[src/rtl/spc_pkg.sv]
`timescale 1ns / 1ps
// ----------------------------------------------------------------------------
// spc_pkg
// Shared constants and stage types for the skin pixel classifier.
// ----------------------------------------------------------------------------
package spc_pkg;

	// Configuration register indexes.
	localparam logic [2:0] REG_HUE_LOW  = 3'd0;
	localparam logic [2:0] REG_HUE_HIGH = 3'd1;
	localparam logic [2:0] REG_CB_LOWER = 3'd2;
	localparam logic [2:0] REG_CB_UPPER = 3'd3;
	localparam logic [2:0] REG_CR_LOWER = 3'd4;
	localparam logic [2:0] REG_CR_UPPER = 3'd5;
	localparam logic [2:0] REG_LUMA_MIN = 3'd6;

	// Register reset values, in the units the registers are written in.
	localparam int HUE_LOW_RESET  = 60;
	localparam int HUE_HIGH_RESET = 200;
	localparam int CB_LOWER_RESET = -70;
	localparam int CB_UPPER_RESET = -15;
	localparam int CR_LOWER_RESET = 10;
	localparam int CR_UPPER_RESET = 30;
	localparam int LUMA_MIN_RESET = 100;

	// Color conversion works on sums scaled by this factor.
	localparam int LIMIT_SCALE = 1000;

	localparam int COEF_Y_R  = 299;
	localparam int COEF_Y_G  = 587;
	localparam int COEF_Y_B  = 114;
	localparam int COEF_CB_R = 172;
	localparam int COEF_CB_G = 399;
	localparam int COEF_CB_B = 511;
	localparam int COEF_CR_R = 511;
	localparam int COEF_CR_G = 428;
	localparam int COEF_CR_B = 83;

	localparam int HUE_STEP       = 60;
	localparam int HUE_GREEN_BASE = 120;
	localparam int HUE_BLUE_BASE  = 240;
	localparam int HUE_FULL       = 360;

	localparam logic [7:0] WHITE_LEVEL = 8'd255;

	// Which channel holds the maximum.
	localparam logic [1:0] SECTOR_RED   = 2'd0;
	localparam logic [1:0] SECTOR_GREEN = 2'd1;
	localparam logic [1:0] SECTOR_BLUE  = 2'd2;

	typedef struct packed {
		logic [7:0]         red;
		logic [7:0]         green;
		logic [7:0]         blue;
		logic [17:0]        luma;
		logic signed [18:0] cb;
		logic signed [18:0] cr;
		logic [1:0]         sector;
		logic               gray;
		logic               neg;
		logic [7:0]         diff_mag;
		logic [7:0]         span;
	} front_t;

	typedef struct packed {
		logic [7:0]  red;
		logic [7:0]  green;
		logic [7:0]  blue;
		logic        color_ok;
		logic [1:0]  sector;
		logic        gray;
		logic        neg;
		logic [13:0] rem;
		logic [7:0]  span;
		logic [5:0]  quo;
	} div_t;

endpackage

[src/rtl/spc_color.sv]
`timescale 1ns / 1ps
// ----------------------------------------------------------------------------
// spc_color
// First stage logic: scaled YCbCr sums, max/min search and hue numerator sign.
// ----------------------------------------------------------------------------
module spc_color (
	input  logic [7:0]      red,
	input  logic [7:0]      green,
	input  logic [7:0]      blue,
	output spc_pkg::front_t front
);

	logic [7:0]         mx;
	logic [7:0]         mn;
	logic [1:0]         sector;
	logic signed [8:0]  diff;
	logic signed [8:0]  diff_neg;
	logic signed [18:0] r19;
	logic signed [18:0] g19;
	logic signed [18:0] b19;

	assign r19 = $signed({11'd0, red});
	assign g19 = $signed({11'd0, green});
	assign b19 = $signed({11'd0, blue});

	always_comb begin
		mx = red;
		mn = red;
		if (green > mx) mx = green;
		if (blue > mx) mx = blue;
		if (green < mn) mn = green;
		if (blue < mn) mn = blue;

		// Ties resolve to red first, then green.
		if (mx == red) begin
			sector = spc_pkg::SECTOR_RED;
		end else if (mx == green) begin
			sector = spc_pkg::SECTOR_GREEN;
		end else begin
			sector = spc_pkg::SECTOR_BLUE;
		end

		case (sector)
			spc_pkg::SECTOR_RED: begin
				diff = $signed({1'b0, green}) - $signed({1'b0, blue});
			end
			spc_pkg::SECTOR_GREEN: begin
				diff = $signed({1'b0, blue}) - $signed({1'b0, red});
			end
			spc_pkg::SECTOR_BLUE: begin
				diff = $signed({1'b0, red}) - $signed({1'b0, green});
			end
			default: begin
				diff = 9'sd0;
			end
		endcase
		diff_neg = -diff;
	end

	always_comb begin
		front.red      = red;
		front.green    = green;
		front.blue     = blue;
		front.luma     = {10'd0, red} * 18'(spc_pkg::COEF_Y_R)
			+ {10'd0, green} * 18'(spc_pkg::COEF_Y_G)
			+ {10'd0, blue} * 18'(spc_pkg::COEF_Y_B);
		front.cb       = b19 * 19'(spc_pkg::COEF_CB_B)
			- r19 * 19'(spc_pkg::COEF_CB_R)
			- g19 * 19'(spc_pkg::COEF_CB_G);
		front.cr       = r19 * 19'(spc_pkg::COEF_CR_R)
			- g19 * 19'(spc_pkg::COEF_CR_G)
			- b19 * 19'(spc_pkg::COEF_CR_B);
		front.sector   = sector;
		front.gray     = (mx == mn);
		front.neg      = diff[8];
		front.diff_mag = diff[8] ? diff_neg[7:0] : diff[7:0];
		front.span     = mx - mn;
	end

endmodule

[src/rtl/spc_div_step.sv]
`timescale 1ns / 1ps
// ----------------------------------------------------------------------------
// spc_div_step
// Three restoring division steps of the hue quotient.
// ----------------------------------------------------------------------------
module spc_div_step (
	input  logic [13:0] rem_in,
	input  logic [10:0] den,
	output logic [13:0] rem_out,
	output logic [2:0]  quo_bits
);

	logic [14:0] trial;
	logic [13:0] rem;

	// The caller passes the divisor already shifted to this stage's bit weight.
	always_comb begin
		rem = rem_in;
		quo_bits = 3'd0;
		for (int i = 2; i >= 0; i--) begin
			trial = {1'b0, rem} - ({4'd0, den} << i);
			if (!trial[14]) begin
				rem = trial[13:0];
				quo_bits[i] = 1'b1;
			end
		end
		rem_out = rem;
	end

endmodule

[src/rtl/spc_hue.sv]
`timescale 1ns / 1ps
// ----------------------------------------------------------------------------
// spc_hue
// Final hue assembly: quotient sign, sector offset, wrap into 0..359, limits.
// ----------------------------------------------------------------------------
module spc_hue (
	input  spc_pkg::div_t item,
	input  logic [8:0]    hue_low,
	input  logic [8:0]    hue_high,
	output logic          hue_ok
);

	logic signed [9:0] quo_s;
	logic signed [9:0] base;
	logic signed [9:0] raw;
	logic signed [9:0] wrapped;
	logic [8:0]        hue;

	always_comb begin
		quo_s = item.neg ? -$signed({4'd0, item.quo}) : $signed({4'd0, item.quo});
		case (item.sector)
			spc_pkg::SECTOR_RED:   base = 10'sd0;
			spc_pkg::SECTOR_GREEN: base = 10'(spc_pkg::HUE_GREEN_BASE);
			spc_pkg::SECTOR_BLUE:  base = 10'(spc_pkg::HUE_BLUE_BASE);
			default:               base = 10'sd0;
		endcase
		raw = base + quo_s;
		// Only the red sector can go negative; it folds back into range.
		wrapped = raw[9] ? raw + 10'(spc_pkg::HUE_FULL) : raw;
		hue = item.gray ? 9'd0 : wrapped[8:0];
		hue_ok = (hue < hue_low) || (hue > hue_high);
	end

endmodule

[src/rtl/skin_pixel_classifier_unit.sv]
`timescale 1ns / 1ps
// ----------------------------------------------------------------------------
// skin_pixel_classifier_unit
// Per-pixel skin test on YCbCr limits and hue; non-skin pixels turn white.
// ----------------------------------------------------------------------------
//  Channel  | Handshake                  | Payload
//  pixel    | pixel_valid / pixel_stall  | pixel_red, pixel_green, pixel_blue
//  result   | result_valid / result_stall| out_red, out_green, out_blue, is_skin
//  config   | cfg_we                     | cfg_index, cfg_data
//
// One pixel is taken per clock while pixel_stall is low. Each result passes
// through five register stages, in order: conversion, limit compare, two
// division stages of three quotient bits each, and hue decision. The first
// stage loads at the transfer itself.
// Reset clears every valid bit and loads the default limits.
// A stalled result holds; empty stages still fill behind it, and the input
// stalls only once the stage in front of it is full and cannot move.
// ----------------------------------------------------------------------------
module skin_pixel_classifier_unit (
	input  logic       clk,
	input  logic       arst_n,
	input  logic       pixel_valid,
	output logic       pixel_stall,
	input  logic [7:0] pixel_red,
	input  logic [7:0] pixel_green,
	input  logic [7:0] pixel_blue,
	output logic       result_valid,
	input  logic       result_stall,
	output logic [7:0] out_red,
	output logic [7:0] out_green,
	output logic [7:0] out_blue,
	output logic       is_skin,
	input  logic       cfg_we,
	input  logic [2:0] cfg_index,
	input  logic [8:0] cfg_data
);

	// Color limits are held pre-scaled to match the conversion sums; hue limits are not.
	logic [8:0]         hue_low_q;
	logic [8:0]         hue_high_q;
	logic signed [18:0] cb_lower_q;
	logic signed [18:0] cb_upper_q;
	logic signed [18:0] cr_lower_q;
	logic signed [18:0] cr_upper_q;
	logic [17:0]        luma_min_q;

	logic signed [18:0] cfg_signed;
	logic signed [18:0] cfg_scaled;
	logic [17:0]        cfg_luma;

	spc_pkg::front_t front;
	spc_pkg::front_t stage_s1;
	spc_pkg::div_t   mid;
	spc_pkg::div_t   stage_s2;
	spc_pkg::div_t   stage_s3;
	spc_pkg::div_t   stage_s4;
	spc_pkg::div_t   next_s3;
	spc_pkg::div_t   next_s4;
	logic            valid_s1;
	logic            valid_s2;
	logic            valid_s3;
	logic            valid_s4;

	logic            en_s1;
	logic            en_s2;
	logic            en_s3;
	logic            en_s4;
	logic            en_out;

	logic [13:0] rem_a;
	logic [2:0]  bits_a;
	logic [13:0] rem_b;
	logic [2:0]  bits_b;
	logic        hue_ok;
	logic        skin;

	// Configuration registers.
	assign cfg_signed = {{10{cfg_data[8]}}, cfg_data};
	assign cfg_scaled = cfg_signed * 19'(spc_pkg::LIMIT_SCALE);
	assign cfg_luma   = {10'd0, cfg_data[7:0]} * 18'(spc_pkg::LIMIT_SCALE);

	always_ff @(posedge clk or negedge arst_n) begin
		if (!arst_n) begin
			hue_low_q  <= 9'(spc_pkg::HUE_LOW_RESET);
			hue_high_q <= 9'(spc_pkg::HUE_HIGH_RESET);
			cb_lower_q <= 19'(spc_pkg::CB_LOWER_RESET * spc_pkg::LIMIT_SCALE);
			cb_upper_q <= 19'(spc_pkg::CB_UPPER_RESET * spc_pkg::LIMIT_SCALE);
			cr_lower_q <= 19'(spc_pkg::CR_LOWER_RESET * spc_pkg::LIMIT_SCALE);
			cr_upper_q <= 19'(spc_pkg::CR_UPPER_RESET * spc_pkg::LIMIT_SCALE);
			luma_min_q <= 18'(spc_pkg::LUMA_MIN_RESET * spc_pkg::LIMIT_SCALE);
		end else if (cfg_we) begin
			case (cfg_index)
				spc_pkg::REG_HUE_LOW:  hue_low_q  <= cfg_data;
				spc_pkg::REG_HUE_HIGH: hue_high_q <= cfg_data;
				spc_pkg::REG_CB_LOWER: cb_lower_q <= cfg_scaled;
				spc_pkg::REG_CB_UPPER: cb_upper_q <= cfg_scaled;
				spc_pkg::REG_CR_LOWER: cr_lower_q <= cfg_scaled;
				spc_pkg::REG_CR_UPPER: cr_upper_q <= cfg_scaled;
				spc_pkg::REG_LUMA_MIN: luma_min_q <= cfg_luma;
				default: begin
				end
			endcase
		end
	end

	// A stage loads when it is empty or its content moves on.
	assign en_out      = !result_valid || !result_stall;
	assign en_s4       = !valid_s4 || en_out;
	assign en_s3       = !valid_s3 || en_s4;
	assign en_s2       = !valid_s2 || en_s3;
	assign en_s1       = !valid_s1 || en_s2;
	assign pixel_stall = !en_s1;

	always_ff @(posedge clk or negedge arst_n) begin
		if (!arst_n) begin
			valid_s1     <= 1'b0;
			valid_s2     <= 1'b0;
			valid_s3     <= 1'b0;
			valid_s4     <= 1'b0;
			result_valid <= 1'b0;
		end else begin
			if (en_s1) valid_s1 <= pixel_valid;
			if (en_s2) valid_s2 <= valid_s1;
			if (en_s3) valid_s3 <= valid_s2;
			if (en_s4) valid_s4 <= valid_s3;
			if (en_out) result_valid <= valid_s4;
		end
	end

	spc_color u_color (
		.red   (pixel_red),
		.green (pixel_green),
		.blue  (pixel_blue),
		.front (front)
	);

	// Stage two: limit compares and the scaled hue numerator.
	always_comb begin
		mid.red      = stage_s1.red;
		mid.green    = stage_s1.green;
		mid.blue     = stage_s1.blue;
		mid.color_ok = (stage_s1.luma > luma_min_q)
			&& (stage_s1.cb > cb_lower_q) && (stage_s1.cb < cb_upper_q)
			&& (stage_s1.cr > cr_lower_q) && (stage_s1.cr < cr_upper_q);
		mid.sector   = stage_s1.sector;
		mid.gray     = stage_s1.gray;
		mid.neg      = stage_s1.neg;
		mid.rem      = {6'd0, stage_s1.diff_mag} * 14'(spc_pkg::HUE_STEP);
		mid.span     = stage_s1.span;
		mid.quo      = 6'd0;
	end

	spc_div_step u_div_hi (
		.rem_in   (stage_s2.rem),
		.den      ({stage_s2.span, 3'b000}),
		.rem_out  (rem_a),
		.quo_bits (bits_a)
	);

	spc_div_step u_div_lo (
		.rem_in   (stage_s3.rem),
		.den      ({3'd0, stage_s3.span}),
		.rem_out  (rem_b),
		.quo_bits (bits_b)
	);

	// Division stages pass the item on with the new remainder and quotient bits.
	always_comb begin
		next_s3     = stage_s2;
		next_s3.rem = rem_a;
		next_s3.quo = {bits_a, 3'b000};
		next_s4     = stage_s3;
		next_s4.rem = rem_b;
		next_s4.quo = {stage_s3.quo[5:3], bits_b};
	end

	spc_hue u_hue (
		.item     (stage_s4),
		.hue_low  (hue_low_q),
		.hue_high (hue_high_q),
		.hue_ok   (hue_ok)
	);

	assign skin = hue_ok && stage_s4.color_ok;

	always_ff @(posedge clk) begin
		if (en_s1) stage_s1 <= front;
		if (en_s2) stage_s2 <= mid;
		if (en_s3) stage_s3 <= next_s3;
		if (en_s4) stage_s4 <= next_s4;
		if (en_out) begin
			out_red   <= skin ? stage_s4.red : spc_pkg::WHITE_LEVEL;
			out_green <= skin ? stage_s4.green : spc_pkg::WHITE_LEVEL;
			out_blue  <= skin ? stage_s4.blue : spc_pkg::WHITE_LEVEL;
			is_skin   <= skin;
		end
	end

endmodule

[config.mk]
export PLATFORM = sky130hd
export DESIGN_NAME = skin_pixel_classifier_unit
export DESIGN_NICKNAME = d
export VERILOG_FILES = /design/src/rtl/spc_pkg.sv /design/src/rtl/spc_color.sv /design/src/rtl/spc_div_step.sv /design/src/rtl/spc_hue.sv /design/src/rtl/skin_pixel_classifier_unit.sv
export SDC_FILE = /design/constraint.sdc
export NUM_CORES = 2
export LEC_CHECK = 0
export BUFFER_PORTS_ARGS = -buffer_cell sky130_fd_sc_hd__buf_2
export CAP_MARGIN = 5
export CORE_UTILIZATION = 55
export CTS_CLUSTER_DIAMETER = 100
export DETAILED_ROUTE_END_ITERATION = 12
export HOLD_SLACK_MARGIN = 0.02
export PLACE_DENSITY = 0.74
export SYNTH_ARGS = -nofsm -noshare
export SYNTH_HDL_FRONTEND = slang
export SYNTH_SLANG_ARGS = --single-unit
[constraint.sdc]
create_clock -name clk -period 8.2 [get_ports clk]
set_clock_uncertainty 0.05 [all_clocks]
set_input_delay 1.64 -clock clk [delete_from_list [all_inputs] [get_ports clk]]
set_output_delay 1.64 -clock clk [all_outputs]
set_load 0.01 [all_outputs]
# Word level (Yosys, flattened, before mapping)
# Cells that the tools add are included.
dict set report classes {
  eq_ne 13
  mux 23
  n_addsub 20
  reduce_logical 27
  multipliers 12
  order_cmp 11
}
# operator n
set op_table {}
lappend op_table {{$sub 19x19->19} 4}
lappend op_table {{$mux 14} 5}
lappend op_table {{$mul 8x9->17 const B} 4}
lappend op_table {{$mul 8x7->15 const B} 3}
lappend op_table {{$mux 8} 5}
lappend op_table {{$gt 19x19->1} 2}
lappend op_table {{$lt 19x19->1} 2}
lappend op_table {{$mul 8x6->14 const B} 2}
lappend op_table {{$pmux 9 s3} 1}
lappend op_table {{$sub 8x8->9} 3}
lappend op_table {{$eq 8x8->1} 3}
lappend op_table {{$add 17x18->18} 1}
lappend op_table {{$add 18x15->18} 1}
lappend op_table {{$gt 18x18->1} 1}
lappend op_table {{$mul 8x10->18 const B} 1}
lappend op_table {{$mux 9} 2}
lappend op_table {{$gt 8x8->1} 2}
lappend op_table {{$lt 8x8->1} 2}
lappend op_table {{$mul 9x8->16 const B} 1}
lappend op_table {{$pmux 8 s2} 1}
lappend op_table {{$sub 14x10->15} 1}
lappend op_table {{$sub 14x11->15} 1}
lappend op_table {{$sub 14x12->15} 1}
lappend op_table {{$sub 14x13->15} 1}
lappend op_table {{24 further kinds} 56}
dict set report word_totals {
  output_inout_bits 27
  inputBits 41
  register_bits 365
  word_cells 160
}

# Logic depth before layout (Yosys ltp)
dict set report depth {
  ltp_word 11
  depth_mapped 35
  mapped_depth_nobuf 33
}

# Hierarchy
# From an unflattened synthesis, not the netlist that was laid out.
dict set report hier_totals {
  cells_unflattened 3791
  area_unflattened_um2 39002.4
}
# module seq_area_each_um2 area_each_um2 n_inst cells_each
set by_module_without_submodules {}
lappend by_module_without_submodules {skin_pixel_classifier_unit 11167.0 17942.2 1 1253}
lappend by_module_without_submodules {spc_color 0.0 15516.1 1 1764}
lappend by_module_without_submodules {spc_div_step 0.0 2277.2 2 318}
lappend by_module_without_submodules {spc_hue 0.0 989.7 1 138}

# Least setup slack after synthesis
# No wires, ideal clock.
dict set report synth_timing {
  kind {input to register}
  startpoint {input port pixel_blue[5]}
  endpoint {register stage_s1[55] (netlist bit) (data pin)}
  setup_time_ps 270
  stages 24
  arrival_time_ps 7077
  path_buffers 0
  slack_ps 803
  t_required_ps 7880
  path_cell_list {fa_1 > inv_1 > fa_1 > inv_1 > fa_1 > inv_1 > fa_1 > inv_1 > ha_1 > a21oi_1 > nor2b_1 > o21a_1 > o21ai_0 > nand2b_1 > a21oi_1 > xor2_1 > fa_1 > inv_1 > ha_1 > and3_1 > a21oi_1 > o21ai_0 > o41ai_1 > xnor2_1}
}
# item line
set synth_lines {}
lappend synth_lines {{start, declared} skin_pixel_classifier_unit.sv:26} ;# input logic [7:0] pixel_blue,
lappend synth_lines {{end signal, assigned} skin_pixel_classifier_unit.sv:187} ;# if (en_s1) stage_s1 <= front;
lappend synth_lines {{end, declared} skin_pixel_classifier_unit.sv:52} ;# spc_pkg::front_t stage_s1;

==> reports/metrics.yaml <==
fp-row-count: 92
count_of_flip_flops_with_a_built_in_enable_after_synthesis: 261
antenna_violating_nets_post_route: 0
cts_root_buffer: "clkbuf_16"
synthesis.instances: 3372
whs_ns: 0.364
synth.largest_area_cell: "edfxtp_1"
postRouteWirelength_um: 80900
grt_max_degree: 103
finalHoldViolations: 0
avgSynthCellArea_sq_um: 10.5
yosys_warnings: 0
min-delay-path-class: "register to register"
area_growth_syn_to_layout_pct: 8.68
htree_levels: 2
synthDominantCellAreaShare_pct: 22.2
maxCapViolations: 0
timing.fmax_mhz: 132
pre_cts_slack_ns: 0.178
yosysSeqAreaShare_pct: 29.5
numCtsBuffers: 41
cts.clk_slew.worst_paths_ns: 0.06
dr.pass1.iters: 7
critical_path.most_common_cell: "a21oi_1"
vias_per_cell: 5.52
asyncSetResetFlopFracSynth_pct: 28.1
top_ff_cell_synth: "edfxtp_1"
post_route_cells_drive_above_1_share_pct: 8.95
drt-wirelength-per-cell_um: 18.4
finish.instance_area_sq_mm: 0.0384
critical_path.endpoint_type: "register"
final.setup.worst_slack_ns: 0.607
grt_pass1_wl_um: 129000
floorplan.core_area_sq_mm: 0.0633
clkSinkCount: 363
syn_area_sq_mm: 0.0354
gp_congestion: 0.953
io_pins: 68
detailroute.via_count: 24200
ctsHoldBuffers: 0
die_boundary_width_um: 256
clock_tree.buffer_depth: 3
globalRoute.totalOverflow: 0
critPathRequiredTime_ns: 8.46
critPathKind: "register to register"
run_status: "finished, final reports clean"
grtUsageTotal_pct: 25.1
worst_path_largest_cell_delay_ns: 0.46
synth.net_count: 4291
timing.slew.headroom_pct: 22.9
number_of_global_route_vias_before_repair: 24400
post-route-drc-count: 0
floorplan.die.height_um: 256
ys_types: 89
detailed_place_hpwl_um: 66000
worst-slew-pin-transition_ns: 1.15
period_needed_ns: 7.59
final.setup.tns_ns: 0
die_area_sq_mm: 0.0653
post_cts.repair.setup_buffers: 0
buffer_ports.inserted: 67
cts_repair_resize_count: 0
maxSlewViolCount: 0
post_dp_cell_area_sq_mm: 0.0371
timing.final.crit_share_pct: 92.6
starting_density_of_the_core_pct: 55.9
antenna_found_initial: 3
timing.critical_path.slowest_stage_cell: "nor3b_2"
number_of_antenna_cells_inserted: 0
nNetsFinal: 4428
finalSetupViolations: 0
path_max_fanout: 9
register_bit_total_from_synthesis: 363
synthTopCellsByArea: "edfxtp_1 (22%), ha_1 (22%), fa_1 (15%)"
arrival_ns: 7.86
setup_repair_after_global_routing_missed_its_margin: "no"
post_synth_most_frequent_cells: "inv_1 (648), ha_1 (616), fa_1 (262)"
cts_tree: "yes"
crit_path_start_kind: "register"
yosys.cell_count.top_type: "inv_1"
drt_iter0_drc: 1747
insertion_delay_ns: 0.56
placed cells by master (no fill, tap or decap), types with 7 or more instances in the layout:
master,n
nand2_1,135
ha_1,616
inv_1,648
xnor2_1,161
or3_1,12
clkbuf_16,43
o21bai_1,70
fa_1,262
clkinv_1,7
a31oi_1,12
and3_1,12
dfrtp_1,57
clkbuf_1,8
mux2i_1,9
nand4_1,23
and2_1,8
nor4_1,7
nand3b_1,25
a21oi_1,204
mux2_2,55
dfstp_2,45
xor2_1,68
nand3_1,27
a21boi_0,13
nand2b_1,34
nor2b_1,31
a21o_1,70
nor2_1,116
edfxtp_1,261
o21a_1,45
buf_2,66
buf_4,63
nor3_1,33
o21ai_0,156
final cells by class:
class	count	area, sq um
fillers	5161	24900
flip-flops and latches	363	10400
clock buffers	51	1110
repair buffers	130	823
well taps	846	1060
clock inverters	24	219
inverters	648	2430
multi-input cells	2325	22300
critical path, delay by kind of cell (launching register included):
family	cells	cell delay, ns
DFF	1	0.44
adders and majority gates	3	1.06
AOI/OAI and AO/OA	18	3.63
and+or+nand+nor	4	1.04
buffers and inverters	2	0.30
muxes	2	0.82
metrics by stage:
step           util, %  instances
3_3_place_gp      58.6       4312
6_report          60.7       4387
4_1_cts           60.7       4387
3_5_place_dp      58.6       4312
5_1_grt           60.7       4387
2_1_floorplan        -       3372
registers in the layout (all words and copies together) (netlist names):
signal        flops
out_red           8
hue_low_q         9
next_s4          40
next_s3          37
valid_s4          1
result_valid      1
valid_s2          1
valid_s3          1
stage_s3         12
cr_lower_q       16
is_skin           1
cb_lower_q       16
out_blue          8
stage_s2         12
stage_s4         35
valid_s1          1
cr_upper_q       16
out_green         8
hue_high_q        9
cb_upper_q       16
stage_s1         64
mid              36
luma_min_q       15
worst paths after layout:
check / to / slack (ns) / from / depth (start not counted)
setup / recovery: stage_s3[18] / 0.61 / next_s3[7] / 29
hold / removal: stage_s4[53] / 0.36 / next_s4[53] / 0
max in group asynchronous: cb_upper_q[9] / 5.87 / arst_n / 2
hold reg to reg: stage_s4[53] / 0.36 / next_s4[53] / 0
setup reg to reg: stage_s3[18] / 0.61 / next_s3[7] / 29
min in group asynchronous: hue_high_q[0] / 0.96 / arst_n / 1
per-layer routing:
layer  GRT usage [%]  vias to the layer above  wire length [um]
li1                -                    11800                 -
met4            10.3                        0              3450
met2            39.7                      674             36200
met5               0                        -                 0
met3            4.32                      164              5530
met1            34.3                    11600             35600
cell families (layout without fill, tap and decap cells):
group	Yosys count	in the layout	synth area share (%)
AO/OA/AOI/OAI	658	658	11.8
XOR/XNOR	229	229	5.67
adder cells (fa/ha/maj)	878	878	36.6
buffers and inverters	684	853	7.31
flip-flops	363	363	29.5
multiplexers	64	64	2.01
AND/OR/NAND/NOR	496	496	7.05
Power is left out: the tool's default activity adds up to more than one toggle a clock period on the data nets, which glitch-free logic cannot reach.
